==> src/rtl/core/tfn_pkg.sv <==
// Shared types and constants for the triangle face normal block.
`timescale 1ns / 1ps

package tfn_pkg;

    localparam int COORD_WIDTH  = 24;
    localparam int PRE_SHIFT    = (COORD_WIDTH > 30) ? COORD_WIDTH - 30 : 0;
    localparam int DIFF_WIDTH   = COORD_WIDTH + 1 - PRE_SHIFT;
    localparam int PROD_WIDTH   = 2 * DIFF_WIDTH;
    localparam int CROSS_WIDTH  = PROD_WIDTH + 1;
    localparam int NORM_WIDTH   = 30;
    localparam int OUT_WIDTH    = 16;
    localparam int QUEUE_DEPTH  = 4;

    typedef struct packed {
        logic signed [COORD_WIDTH-1:0] vertex_a_x;
        logic signed [COORD_WIDTH-1:0] vertex_a_y;
        logic signed [COORD_WIDTH-1:0] vertex_a_z;
        logic signed [COORD_WIDTH-1:0] vertex_b_x;
        logic signed [COORD_WIDTH-1:0] vertex_b_y;
        logic signed [COORD_WIDTH-1:0] vertex_b_z;
        logic signed [COORD_WIDTH-1:0] vertex_c_x;
        logic signed [COORD_WIDTH-1:0] vertex_c_y;
        logic signed [COORD_WIDTH-1:0] vertex_c_z;
        logic                          last_triangle;
    } tri_in_t;

    typedef struct packed {
        logic signed [OUT_WIDTH-1:0] normal_x;
        logic signed [OUT_WIDTH-1:0] normal_y;
        logic signed [OUT_WIDTH-1:0] normal_z;
        logic                        degenerate;
        logic                        last_normal;
    } tri_out_t;

    // Cross product handed from the front end to the normalizer.
    typedef struct packed {
        logic [2:0][CROSS_WIDTH-1:0] prod;
        logic                        last;
    } cross_t;

endpackage

==> src/rtl/core/tfn_queue.sv <==
// Small FIFO between the front end and the normalizer.
`timescale 1ns / 1ps

module tfn_queue (
    input  logic            clk,
    input  logic            rst_n,
    input  logic            push,
    input  tfn_pkg::cross_t push_data,
    output logic            full,
    input  logic            pop,
    output logic            head_valid,
    output tfn_pkg::cross_t head
);
    import tfn_pkg::*;

    localparam int PW = $clog2(QUEUE_DEPTH);
    localparam int CW = $clog2(QUEUE_DEPTH + 1);

    cross_t          mem_reg [QUEUE_DEPTH];
    logic [PW-1:0]   wr_reg, rd_reg;
    logic [CW-1:0]   count_reg;

    assign full       = (count_reg == CW'(QUEUE_DEPTH));
    assign head_valid = (count_reg != '0);
    assign head       = mem_reg[rd_reg];

    always_ff @(posedge clk or negedge rst_n)
    begin
        if (!rst_n)
        begin
            wr_reg    <= '0;
            rd_reg    <= '0;
            count_reg <= '0;
        end
        else
        begin
            if (push)
                wr_reg <= (wr_reg == PW'(QUEUE_DEPTH - 1)) ? '0 : wr_reg + 1'b1;
            if (pop)
                rd_reg <= (rd_reg == PW'(QUEUE_DEPTH - 1)) ? '0 : rd_reg + 1'b1;
            if (push && !pop)
                count_reg <= count_reg + 1'b1;
            else if (pop && !push)
                count_reg <= count_reg - 1'b1;
        end
    end

    always_ff @(posedge clk)
    begin
        if (push)
            mem_reg[wr_reg] <= push_data;
    end

endmodule

==> config.mk <==
export PLATFORM = sky130hd
export DESIGN_NAME = tfn_queue
export DESIGN_NICKNAME = d
export VERILOG_FILES = /design/src/rtl/core/tfn_pkg.sv /design/src/rtl/core/tfn_queue.sv
export SDC_FILE = /design/constraint.sdc
export NUM_CORES = 1
export LEC_CHECK = 0
export BUFFER_PORTS_ARGS = -buffer_cell sky130_fd_sc_hd__buf_4
export CORE_ASPECT_RATIO = 1.75
export CORE_MARGIN = 5
export CORE_UTILIZATION = 61
export DETAILED_ROUTE_END_ITERATION = 12
export GPL_TIMING_DRIVEN = 0
export PLACE_DENSITY_LB_ADDON = 0.08
export SLEW_MARGIN = 20
export SYNTH_ARGS = -nofsm -noshare
export SYNTH_HDL_FRONTEND = slang
export SYNTH_SLANG_ARGS = --single-unit
==> constraint.sdc <==
create_clock -name clk -period 10.9 [get_ports clk]
set_clock_uncertainty 0.15 [all_clocks]
set_input_delay 0.545 -clock clk [delete_from_list [all_inputs] [get_ports clk]]
set_output_delay 0.545 -clock clk [all_outputs]
set_load 0.005 [all_outputs]
==> results.md, run 1 <==
* Crit path max fanout at 10
* GRT overflow at 0
* Post-Synth Simple-Gate Area at less than 1%
* Crit start category: register
* Relative slew slack at a little over two fifths
* Worst IR drop on VDD at slightly above 0.2 mV
* Wl on met1 at between 15000 and 20000 um
* Number of global-route vias before repair at 11.0k
* Setup Buffers After CTS at 0
* Arrival @ worst endpoint at 2.54 ns
* Setup_tns at 0 ns
* Vias at ~10k
* Remaining antenna violation count at 0
* Mux share of post-synthesis cell area at between 10% and 20%
* Final setup viols at 0
* Worst hold path type: in -> reg
* Leak pwr at roughly 0.0096 uW
* CTS tree: yes
* DR WL/cell at 25.3 um
* GRT Overall Usage at 21.9%
* Worst path max stage delay at 0.65 ns
* GP Congestion at 0.714
* IO Port Bufs at 313
* Hold Worst Slack at 0.0361 ns
* Synth warn at 0
* H-tree levels at 2
* Slew Limit Fails at 0
* Avg Cell Area, Syn at 27.0 um^2
* Met3 WL at about 3100 um
* Clock Path Buffers at 3
* Global-route wire length before repair at roughly 67000 um
* Sequential area share after synthesis at 82.2%
* CTS root buf: clkbuf_16
* Area of the core at between 30000 and 40000 um^2
* Layout area overhead at 22.9%
* RSZ-0062 raised after global routing: false
* Power per Cell Area at about 260 nW/um^2
* Vias/cell at 5.76
* Max reg flops at 616
* Sequential cell area at ~19000 um^2
* MaxCap Viol Count at 0
* XOR/XNOR Fraction of Synth Area at less than 1%
* Cell area after synthesis at 22700 um^2
* Syn_nets at 1007
* WS Path Type: reg -> out
* CP max stage cell: clkbuf_1
* Worst-skew pair later-pin latency at 0.56 ns
* Final nets at ~1.4k
* Cell count after synthesis at 842
* Post_cts resized at 0
* Largest net degree at the start of global routing at 47
* Clock sinks at 623
* Number of synthesized register bits at 623
* IO Pins at around 310
* Hold Fails Final Rpt at 0
* Initial antenna violation count at 8
* Area share of fa/ha/maj cells after synthesis at less than 1%
* Period utilization at 29.7%
* Share of layout cells above drive strength 1 at 45.7%
* Complex-gate fraction of the synthesized area at 0.0441%
* Initial Util at 61.7%
* Row cnt at between 90 and 100
* DRT Pass-1 Iters at 4
* Max layer used: met5
* Die Wd at 156 um
* DPL Wire Length at roughly 29000 um
* Worst-Margin Slew at 0.853 ns
* Cell variety after synth at 21
* Largest family of logic cells by synthesized area: multiplexers
* CP required at about 10 ns
* Worst-path cell chain: clkbuf_1 > buf_2 > mux4_2 > buf_4
* Hold Buf Count CTS at 29
* Crit. End Element: output port
* Max Fclk at between 300 and 400 MHz
* CTS buffer count at 52
* Final wirelength at 44800 um
* Status: completed
* Final min period at 3.23 ns
* Vert. Die Dim at 265 um
* DIE AREA at 41300 um^2
* Worst-path clk slew at 0.06 ns
* Fill cell count at 2067
* DRT iter0 DRCs at 538
* Met2 WL at 24900 um
* Multi-input logic area at 3700 um^2
* Drc violations at 0
-- cell type report --
type | count | share of cell area (%)
flip-flops and latches | 623 | 66.9
multi-input cells | 180 | 13.3
repair buffers | 354 | 10.6
clock buffers | 61 | 4.86
well taps | 475 | 2.13
plain buffers | 35 | 1.17
clock inverters | 33 | 0.924
inverters | 4 | 0.0538
diodes | 6 | 0.0538
-- where the power goes --
part,switching [uW],internal (uW),leakage (uW)
clock network,780,982,0.000786
logic,1030,1210,0.00304
registers,86.9,3060,0.00574
total,1900,5260,0.00957
-- critical path, delay by kind of cell (launching register included) --
kind	cells	cell delay, ns
flops	1	0.37
buf+inv	3	1.23
mux	1	0.36
-- final timing paths --
path | start | to | slack [ns] | cells after the start
worst max-delay path | rd_reg[1] | head[30] | 7.67 | 4
worst min-delay path | push_data[148] | mem_reg[2][148] | 0.04 | 1
worst max register to register | wr_reg[0] | mem_reg[2][49] | 8.28 | 6
worst min register to register | count_reg[2] | count_reg[2] | 0.35 | 1
max in group asynchronous | rst_n | rd_reg[1] | 10.28 | 2
min in group asynchronous | rst_n | rd_reg[0] | 0.20 | 2
-- stage by stage --
stage,total power (uW),area [um^2],utilization (%),worst slack [ns],cells
5_1_grt,7500,27900,75.9,7.53,1769
3_3_place_gp,5510,25600,69.8,3.12,1630
3_5_place_dp,5490,26000,70.7,8.17,1642
6_report,7160,27900,75.9,7.67,1771
4_1_cts,7270,27900,75.8,7.55,1765
2_1_floorplan,4440,22700,-,6.08,842
-- placed cells by master, fill, tap and decap left out, drive strengths merged --
| cell type | netlist | final |
|---|---|---|
| edfxtp | 616 | 616 |
| buf | 32 | 357 |
| mux4 | 154 | 154 |
| clkbuf | 3 | 64 |
| dlygate4sd3 | 0 | 29 |
| clkinv | 0 | 26 |
| dfrtp | 7 | 7 |
| diode | 0 | 6 |
| ha | 6 | 6 |
| inv | 4 | 4 |
| and2 | 4 | 4 |
| bufinv | 0 | 4 |
| mux2 | 3 | 3 |
| nor2 | 3 | 3 |
| clkinvlp | 0 | 3 |
| nand2 | 2 | 2 |
| o21ai | 2 | 2 |
| xor2 | 2 | 2 |
| or3 | 1 | 1 |
| nor3b | 1 | 1 |
| xnor2 | 1 | 1 |
| fa | 1 | 1 |
-- routing by layer --
layer  vias to the layer above  track usage [%]
met4                         4             6.77
met2                       327             38.6
met1                      5324             27.1
li1                       4473                -
met5                         -                0
met3                        72             4.93
-- cell usage after synthesis --
library cell  count  area share, %
edfxtp_1        616             81
mux4_2          154             15
buf_2            14           0.31
buf_8            10           0.66
dfrtp_1           7           0.77
buf_6             6           0.30
ha_1              6           0.33
and2_1            4           0.11
inv_1             4          0.066
clkbuf_1          3          0.050
mux2_2            3           0.15
nor2_1            3          0.050
nand2_1           2          0.033
o21ai_0           2          0.044
xor2_1            2          0.077
buf_12            1          0.088
buf_4             1          0.033
fa_1              1          0.088
nor3b_1           1          0.033
or3_1             1          0.028
xnor2_1           1          0.039
-- cell families (layout without fill, tap and decap cells) --
group,count (synthesis),count (layout)
xor+xnor,3,3
mux,157,157
flops,623,623
buf+inv,39,487
fa+ha+maj,7,7
simple gates,11,11
other cells,0,6
compound gates,2,2
Power figures use the tool's default switching activity.
==> inputs of run 2 (changes only) <==
--- a/config.mk
+++ b/config.mk
@@ -5,10 +5,11 @@
 export SDC_FILE = /design/constraint.sdc
 export NUM_CORES = 1
 export LEC_CHECK = 0
+export ABC_AREA = 1
 export BUFFER_PORTS_ARGS = -buffer_cell sky130_fd_sc_hd__buf_4
 export CORE_ASPECT_RATIO = 1.75
 export CORE_MARGIN = 5
-export CORE_UTILIZATION = 61
+export CORE_UTILIZATION = 58
 export DETAILED_ROUTE_END_ITERATION = 12
 export GPL_TIMING_DRIVEN = 0
 export PLACE_DENSITY_LB_ADDON = 0.08
==> constraint.sdc (replaced) <==
create_clock -name clk -period 3.2 [get_ports clk]
set_clock_uncertainty 0.15 [all_clocks]
set_input_delay 0.16 -clock clk [delete_from_list [all_inputs] [get_ports clk]]
set_output_delay 0.16 -clock clk [all_outputs]
set_load 0.005 [all_outputs]
==> run 2 against run 1 <==
  * Sequential cell count unchanged
  * Critical endpoint is now head[94]
  * Cell count up 70%
  * Sequential power rose to 3.4 times the previous value
==> results.md, run 2 <==
* Fill cell count at 2637 (was 2067)
* Gr busiest metal: met2 (unchanged)
* CP max stage cell: clkbuf_1 (unchanged)
* Initial Util at 58.3% (was 61.7%)
* Clock Path Buffers at 3 (unchanged)
* Worst hold path type: in -> reg (unchanged)
* CTS root buf: clkbuf_16 (unchanged)
* Worst-path cell chain: inv_2 > buf_2 > clkbuf_1 > nand2_1 > o211ai_1 > nand2_1 > buf_4 (was clkbuf_1 > buf_2 > mux4_2 > buf_4)
* Post-route design area at 31800 um^2 (was 27900 um^2)
* Clock sinks at 623 (unchanged)
* IO Pins at 314 (unchanged)
* Met2 GRT Util at 47.2% (was 38.6%)
* Crit. End Element: output port (unchanged)
* Area of the core at 42400 um^2 (was 36800 um^2)
* Final Power at 26700 uW (was 7160 uW)
* Largest net degree at the start of global routing at 29 (was 47)
* MaxCap Viol Count at 0 (unchanged)
* Share of layout cells above drive strength 1 at 20.2% (was 45.7%)
* CP dominant cell by count: nand2_1
* Cell variety after synth at 19 (was 21)
* GP Congestion at 0.791 (was 0.714)
* DRT iter0 DRCs at 1081 (was 538)
* Vias/cell at 5.34 (was 5.76)
* Initial antenna violation count at 9 (was 8)
* Worst-path clk slew at 0.07 ns (was 0.06 ns)
* Crit path buf inv count at 4 (was 3)
* Commonest register cell after synthesis: edfxtp_1 (unchanged)
* Crit path max fanout at 10 (unchanged)
* CTS buffer count at 53 (was 52)
* Number of global-route vias before repair at 17.0k (was 11.0k)
* Ys async rst share at 1.12% (unchanged)
* Period utilization at 86.7%
* Number of synthesized register bits at 623 (unchanged)
* RSZ-0062 raised after global routing: false (unchanged)
* Hold Fails Final Rpt at 0 (unchanged)
* Most common cell in the synthesized netlist: edfxtp_1 (unchanged)
* DIE AREA at 47000 um^2 (was 41300 um^2)
* Most frequent cells in the layout: edfxtp_1, nand2_1, inv_1, buf_4, o211ai_1 (was edfxtp_1, buf_4, mux4_2)
* WS Path Type: reg -> out (unchanged)
* Final nets at 2569 (was 1415)
* Max reg flops at 616 (unchanged)
* Relative slew slack at 44.2% (was 43.1%)
* Post-place setup slack at 0.807 ns (was 8.17 ns)
* GRT Overall Usage at 25.3% (was 21.9%)
* Remaining antenna violation count at 0 (unchanged)
* Slew Limit Fails at 0 (unchanged)
* GRT overflow at 0 (unchanged)
* Final min period at 2.78 ns
* Synth warn at 0 (unchanged)
* Drc violations at 0 (unchanged)
* Met1 GRT Util at 29.5% (was 27.1%)
* Leading area contributor after synthesis: edfxtp_1 (unchanged)
* H-tree levels at 2 (unchanged)
* Worst path max stage delay at 0.48 ns (was 0.65 ns)
* Sequential area share after synthesis at 75.5% (was 82.2%)
* Top cells by count, synth: edfxtp_1, nand2_1, inv_1, o211ai_1, buf_2 (was edfxtp_1, mux4_2, buf_2, buf_8, dfrtp_1)
* GR met3 Demand/Resource at 4.37% (was 4.93%)
* Final setup viols at 0 (unchanged)
* Fin worst setup slack at 0.425 ns (was 7.67 ns)
* DPL Wire Length at 39500 um (was 28800 um)
* CP top delay family: buffers and inverters (unchanged)
* Crit start category: register (unchanged)
* DRT Pass-1 Iters at 5 (was 4)
* Global-route wire length before repair at 93400 um (was 67400 um)
* Die Wd at 166 um (was 156 um)
* Syn_nets at 2015 (was 1007)
* Share of the synthesized area in the top cell type at 74.8% (was 81.5%)
* IO Port Bufs at 313 (unchanged)
* Worst-Margin Slew at 0.837 ns (was 0.853 ns)
* Placed instance area at 28500 um^2 (was 26000 um^2)
* CTS tree: yes (unchanged)
* Vert. Die Dim at 283 um (was 265 um)
* Post-synth EDFFs at 616 (unchanged)
* Worst IR drop on VDD at 0.617 mV (was 0.204 mV)
* Leading post-synthesis cells by cell area: edfxtp_1, o211ai_1, nand2_1 (was edfxtp_1, mux4_2, dfrtp_1)
* Power per Cell Area at 839 nW/um^2 (was 257 nW/um^2)
* Cell count after synthesis at 1850 (was 842)
* Final wirelength at 60000 um (was 44800 um)
* DR WL/cell at 19.9 um (was 25.3 um)
* Status: completed (unchanged)
* Layout area overhead at 28.5% (was 22.9%)
* Setup Buffers After CTS at 0 (unchanged)
* Worst-skew pair later-pin latency at 0.58 ns (was 0.56 ns)
* CP required at 2.89 ns (was 10.21 ns)
* Most common cell after layout, fill and taps aside: edfxtp_1 (unchanged)
* Row cnt at 100 (was 93)
* Arrival @ worst endpoint at 2.47 ns (was 2.54 ns)
* Max Fclk at 360 MHz
* Cell area after synthesis at 24700 um^2 (was 22700 um^2)
* Vias at 16.1k (was 10.2k)
* Leak pwr at 0.0128 uW (was 0.00957 uW)
* Avg Cell Area, Syn at 13.4 um^2 (was 27.0 um^2)
==> run 2: cell types whose count changed in the layout (fill, tap and decap cells not counted), moves of 5 or more <==
cell,before,now
dlygate4sd3_1,29,158
buf_2,14,40
inv_1,4,314
nand2_1,2,474
clkinv_1,15,10
buf_12,2,17
buf_8,10,0
buf_6,6,22
mux4_2,154,0
clkbuf_1,11,47
o211ai_1,0,308
==> run 2: logic make-up (layout without fill, tap and decap cells) <==
kind of cell / count (synthesis) / after routing / synth area share [%]
other cells: 0 / 8 / 0
buf+inv: 423 / 1018 / 7.30
fa+ha+maj: 7 / 7 / 0.384
flops: 623 / 623 / 75.5
compound gates: 312 / 312 / 9.43
xor+xnor: 1 / 1 / 0.0354
simple gates: 484 / 484 / 7.36
==> run 2: layout make-up <==
class	instances	area, um^2	share of cell area, %
clock inverters	31	308	0.968
inverters	321	1220	3.84
plain buffers	102	602	1.89
repair buffers	499	4570	14.4
well taps	561	702	2.21
flip-flops and latches	623	18700	58.7
diodes	8	20.0	0.0630
clock buffers	65	1410	4.45
multi-input cells	804	4280	13.5
==> run 2: worst register-to-register path, delay by kind of cell, from the launching register on <==
| kind | cells | cell delay (ns) |
|---|---|---|
| DFF | 1 | 0.41 |
| adders and majority gates | 1 | 0.18 |
| buffers and inverters | 6 | 1.30 |
| and+or+nand+nor | 1 | 0.07 |
==> run 2: path summary, 6_finish.rpt <==
path,startpoint,cells after the start,end,slack [ns]
setup / recovery,rd_reg[0],7,head[94],0.42
hold / removal,push_data[130],2,mem_reg[2][130],0.17
max in group asynchronous,rst_n,3,rd_reg[1],2.20
hold reg to reg,count_reg[2],2,count_reg[2],0.34
setup reg to reg,wr_reg[0],8,mem_reg[0][66],0.83
min in group asynchronous,rst_n,3,count_reg[2],0.42
==> run 2: power breakdown <==
part           leakage [uW]  switching (uW)  internal [uW]  total (uW)
combinational       0.00625            5640           3900        9550
sequential          0.00574             302          10400       10700
clock              0.000851            2770           3630        6400
==> run 2: what timing repair did <==
| action | in CTS | in global routing |
|---|---|---|
| setup endpoints to repair | 0 | 0 |
| hold buffers | 158 | 0 |
| resized for setup | 0 | 0 |
| hold endpoints to repair | 630 | 0 |
==> run 2: per-layer routing <==
| layer | share of wire [%] | vias to the layer above | routed length [um] |
|---|---|---|---|
| met3 | 6.1 | 112 | 3680 |
| met1 | 37 | 7866 | 22100 |
| met2 | 54 | 535 | 32400 |
| li1 | - | 7583 | - |
| met5 | 0.018 | - | 11 |
| met4 | 3.0 | 2 | 1820 |
==> run 2: through the flow <==
stage          util (%)  cells  setup TNS [ns]  hold WS (ns)
2_1_floorplan         -   1850         -175.53        -0.286
3_3_place_gp       65.6   2724        -1419.62        -0.163
3_5_place_dp       67.1   2752               0        -0.163
4_1_cts            74.9   3006               0         0.142
5_1_grt            74.9   3013               0         0.152
6_report           74.9   3014               0         0.166
==> inputs of run 3 (changes only) <==
--- a/config.mk
+++ b/config.mk
@@ -7,7 +7,7 @@
 export LEC_CHECK = 0
 export ABC_AREA = 1
 export BUFFER_PORTS_ARGS = -buffer_cell sky130_fd_sc_hd__buf_4
-export CORE_ASPECT_RATIO = 1.75
+export CORE_ASPECT_RATIO = 0.75
 export CORE_MARGIN = 5
 export CORE_UTILIZATION = 58
 export DETAILED_ROUTE_END_ITERATION = 12
==> run 3 against run 2 <==
  * Via count fell by 0.94%
  * Clock power increased by 2%
  * Cell count up 0.27%
  * Sequential share of layout area increased by 0.090 points
  * Hold slack worse by 0.0016 ns
  * Fmax shrank 1.9%
  * Global-route usage down 0.52 points
  * Total power fell by 0.13%
  * Register-to-register slack got worse by 0.16 ns
  * Clock-buffer cell count grew 22
  * Sequential cell count unchanged
  * Die area is 0.26% lower
  * Critical path type unchanged
  * Critical endpoint is now head[85]
  * Largest power group unchanged
==> results.md, run 3 (synthesis gave the netlist of run 2 again) <==
* Layout area overhead at 28.3% (was 28.5%)
* Worst IR drop on VDD at 0.554 mV (was 0.617 mV)
* Worst Reg2Reg Path Length in Cells at 7 (was 8)
* Initial antenna violation count at 4 (was 9)
* Worst-Margin Slew at 0.905 ns (was 0.837 ns)
* Max reg flops at 616 (unchanged)
* Post-place setup slack at 0.627 ns (was 0.807 ns)
* Fin worst setup slack at 0.371 ns (was 0.425 ns)
* Post_cts resized at 0 (unchanged)
* DRT iter0 DRCs at 1101 (was 1081)
* Hold depth at 2 (unchanged)
* Status: completed (unchanged)
* Sw Pwr at 8650 uW (was 8720 uW)
* Hold wc startpoint: push_data[121] (was push_data[130])
* Area of the core at 42100 um^2 (was 42400 um^2)
* Setup Buffers After CTS at 0 (unchanged)
* Antenna cells at 0 (was 8)
* Slew Limit Fails at 0 (unchanged)
* Final wirelength at 59100 um (was 60000 um)
* CTS buffer count at 57 (was 53)
* Sw Ratio at 32.5% (was 32.7%)
* Final min period at 2.83 ns (was 2.78 ns)
* DRT Pass-1 Iters at 5 (unchanged)
* CTS tree: yes (unchanged)
* Largest net degree at the start of global routing at 31 (was 29)
* Clock sinks at 623 (unchanged)
* Logic gate share of total power at 35.3% (was 35.8%)
* Period utilization at 88.4% (was 86.7%)
* Final nets at 2570 (was 2569)
* GRT Overall Usage at 24.8% (was 25.3%)
* Post-route design area at 31700 um^2 (was 31800 um^2)
* Row cnt at 65 (was 100)
* Vias at 15.9k (was 16.1k)
* Power per Cell Area at 839 nW/um^2 (about the same)
* Sequential Power Share at 40.3% (was 40.2%)
* Relative slew slack at 39.7% (was 44.2%)
* GRT overflow at 0 (unchanged)
* Arrival @ worst endpoint at 2.52 ns (was 2.47 ns)
* Initial Util at 58.7% (was 58.3%)
* MaxCap Viol Count at 0 (unchanged)
* Setup_tns at 0 ns (unchanged)
* Placed instance area at 28400 um^2 (was 28500 um^2)
* Worst-skew pair later-pin latency at 0.58 ns (about the same)
* Max Fclk at 353 MHz (was 360 MHz)
* Share of layout cells above drive strength 1 at 19.8% (was 20.2%)
* Final setup viols at 0 (unchanged)
* Drc violations at 0 (unchanged)
* Worst-path clk slew at 0.06 ns (was 0.07 ns)
* Leak pwr at 0.0128 uW (about the same)
* Critical R2R Capture: mem_reg[2][84] (was mem_reg[0][66])
* WS Path Type: reg -> out (unchanged)
* Global-route wire length before repair at 92000 um (was 93400 um)
* Crit. End Element: output port (unchanged)
* Clock Path Buffers at 3 (unchanged)
* R2r setup slk at 0.67 ns (was 0.83 ns)
* Crit start category: register (unchanged)
* Hold Buf Count CTS at 158 (unchanged)
* FF-to-FF Start: wr_reg[0] (unchanged)
* IO Port Bufs at 313 (unchanged)
* DPL Wire Length at 37600 um (was 39500 um)
* Vias/cell at 5.28 (was 5.34)
* DIE AREA at 46900 um^2 (was 47000 um^2)
* Most frequent cells in the layout: edfxtp_1, nand2_1, inv_1, buf_4, o211ai_1 (unchanged)
* Crit path max fanout at 10 (unchanged)
* Die Wd at 248 um (was 166 um)
* Hold Fails Final Rpt at 0 (unchanged)
* IO Pins at 314 (unchanged)
* Remaining antenna violation count at 0 (unchanged)
* Worst Hold End: mem_reg[0][121] (was mem_reg[2][130])
* Internal Power at 18000 uW (about the same)
* Most common cell after layout, fill and taps aside: edfxtp_1 (unchanged)
* CTS root buf: clkbuf_16 (unchanged)
* GP Congestion at 0.765 (was 0.791)
* RSZ-0062 raised after global routing: false (unchanged)
* DR WL/cell at 19.6 um (was 19.9 um)
* CP required at 2.89 ns (about the same)
* Vert. Die Dim at 189 um (was 283 um)
* Clock share of power at 24.4% (was 24.0%)
* Worst hold path type: in -> reg (unchanged)
* H-tree levels at 2 (unchanged)
* Hold Worst Slack at 0.164 ns (was 0.166 ns)
* Number of global-route vias before repair at 16.3k (was 17.0k)
[run 3: cell count changes in the layout (fill, tap and decap cells not counted), sizes merged]
cell    before  now
diode        8    0
clkbuf     102  124
inv        320  318
bufinv       6    4
clkinv      22   15
buf        406  403
[run 3: per-layer routing]
metal  up-vias  track usage, %  share of wire [%]
met5         -               0              0.056
met2       541            42.1                 50
met1      7721            33.8                 41
met3        83            5.09                7.0
met4         6            5.81                1.9
li1       7596               -                  -
[run 3: worst max-delay path by stage]
| stage | cells after the start | end | slack, ns | from |
|---|---|---|---|---|
| 2_1_floorplan | 4 | mem_reg[0][0] | -0.29 | wr_reg[0] |
| 4_1_cts | 6 | head[54] | 0.28 | rd_reg[1] |
| 3_5_place_dp | 7 | mem_reg[2][77] | 0.63 | wr_reg[0] |
| 5_1_grt | 7 | head[130] | 0.14 | rd_reg[0] |
| 6_report | 6 | head[85] | 0.37 | rd_reg[1] |
| 3_3_place_gp | 4 | mem_reg[1][78] | -2.23 | wr_reg[1] |
[run 3: final cells by class]
type | instances | area, um^2
flip-flops and latches | 623 | 18700
fillers | 2683 | 10400
repair buffers | 496 | 4480
multi-input cells | 804 | 4280
clock buffers | 87 | 1580
inverters | 321 | 1220
well taps | 569 | 712
plain buffers | 102 | 602
clock inverters | 20 | 191
[run 3: worst max-delay path, stage by stage (launching register included)]
cell	delay (ns)
dfrtp_1	0.40
inv_1	0.07
clkbuf_1	0.67
buf_2	0.40
o211ai_1	0.14
nand2_1	0.11
buf_4	0.12
[run 3: through the flow]
| stage | power, uW | utilization (%) | instances |
|---|---|---|---|
| floorplan | 15500 | - | 1850 |
| global route | 28100 | 75.3 | 3022 |
| detailed placement | 20200 | 67.4 | 2757 |
| CTS | 26800 | 75.3 | 3022 |
| finish | 26600 | 75.3 | 3022 |
| global placement | 19900 | 66.1 | 2732 |
[run 3: power groups by stage]
| stage | Combinational (uW) | Sequential (uW) | Clock (uW) |
|---|---|---|---|
| 2_1_floorplan | 4510 | 11000 | 0 |
| 3_3_place_gp | 8800 | 11100 | 0 |
| 3_5_place_dp | 9300 | 10900 | 0 |
| 4_1_cts | 9520 | 10700 | 6610 |
| 5_1_grt | 10300 | 10800 | 7010 |
| 6_report | 9400 | 10700 | 6510 |
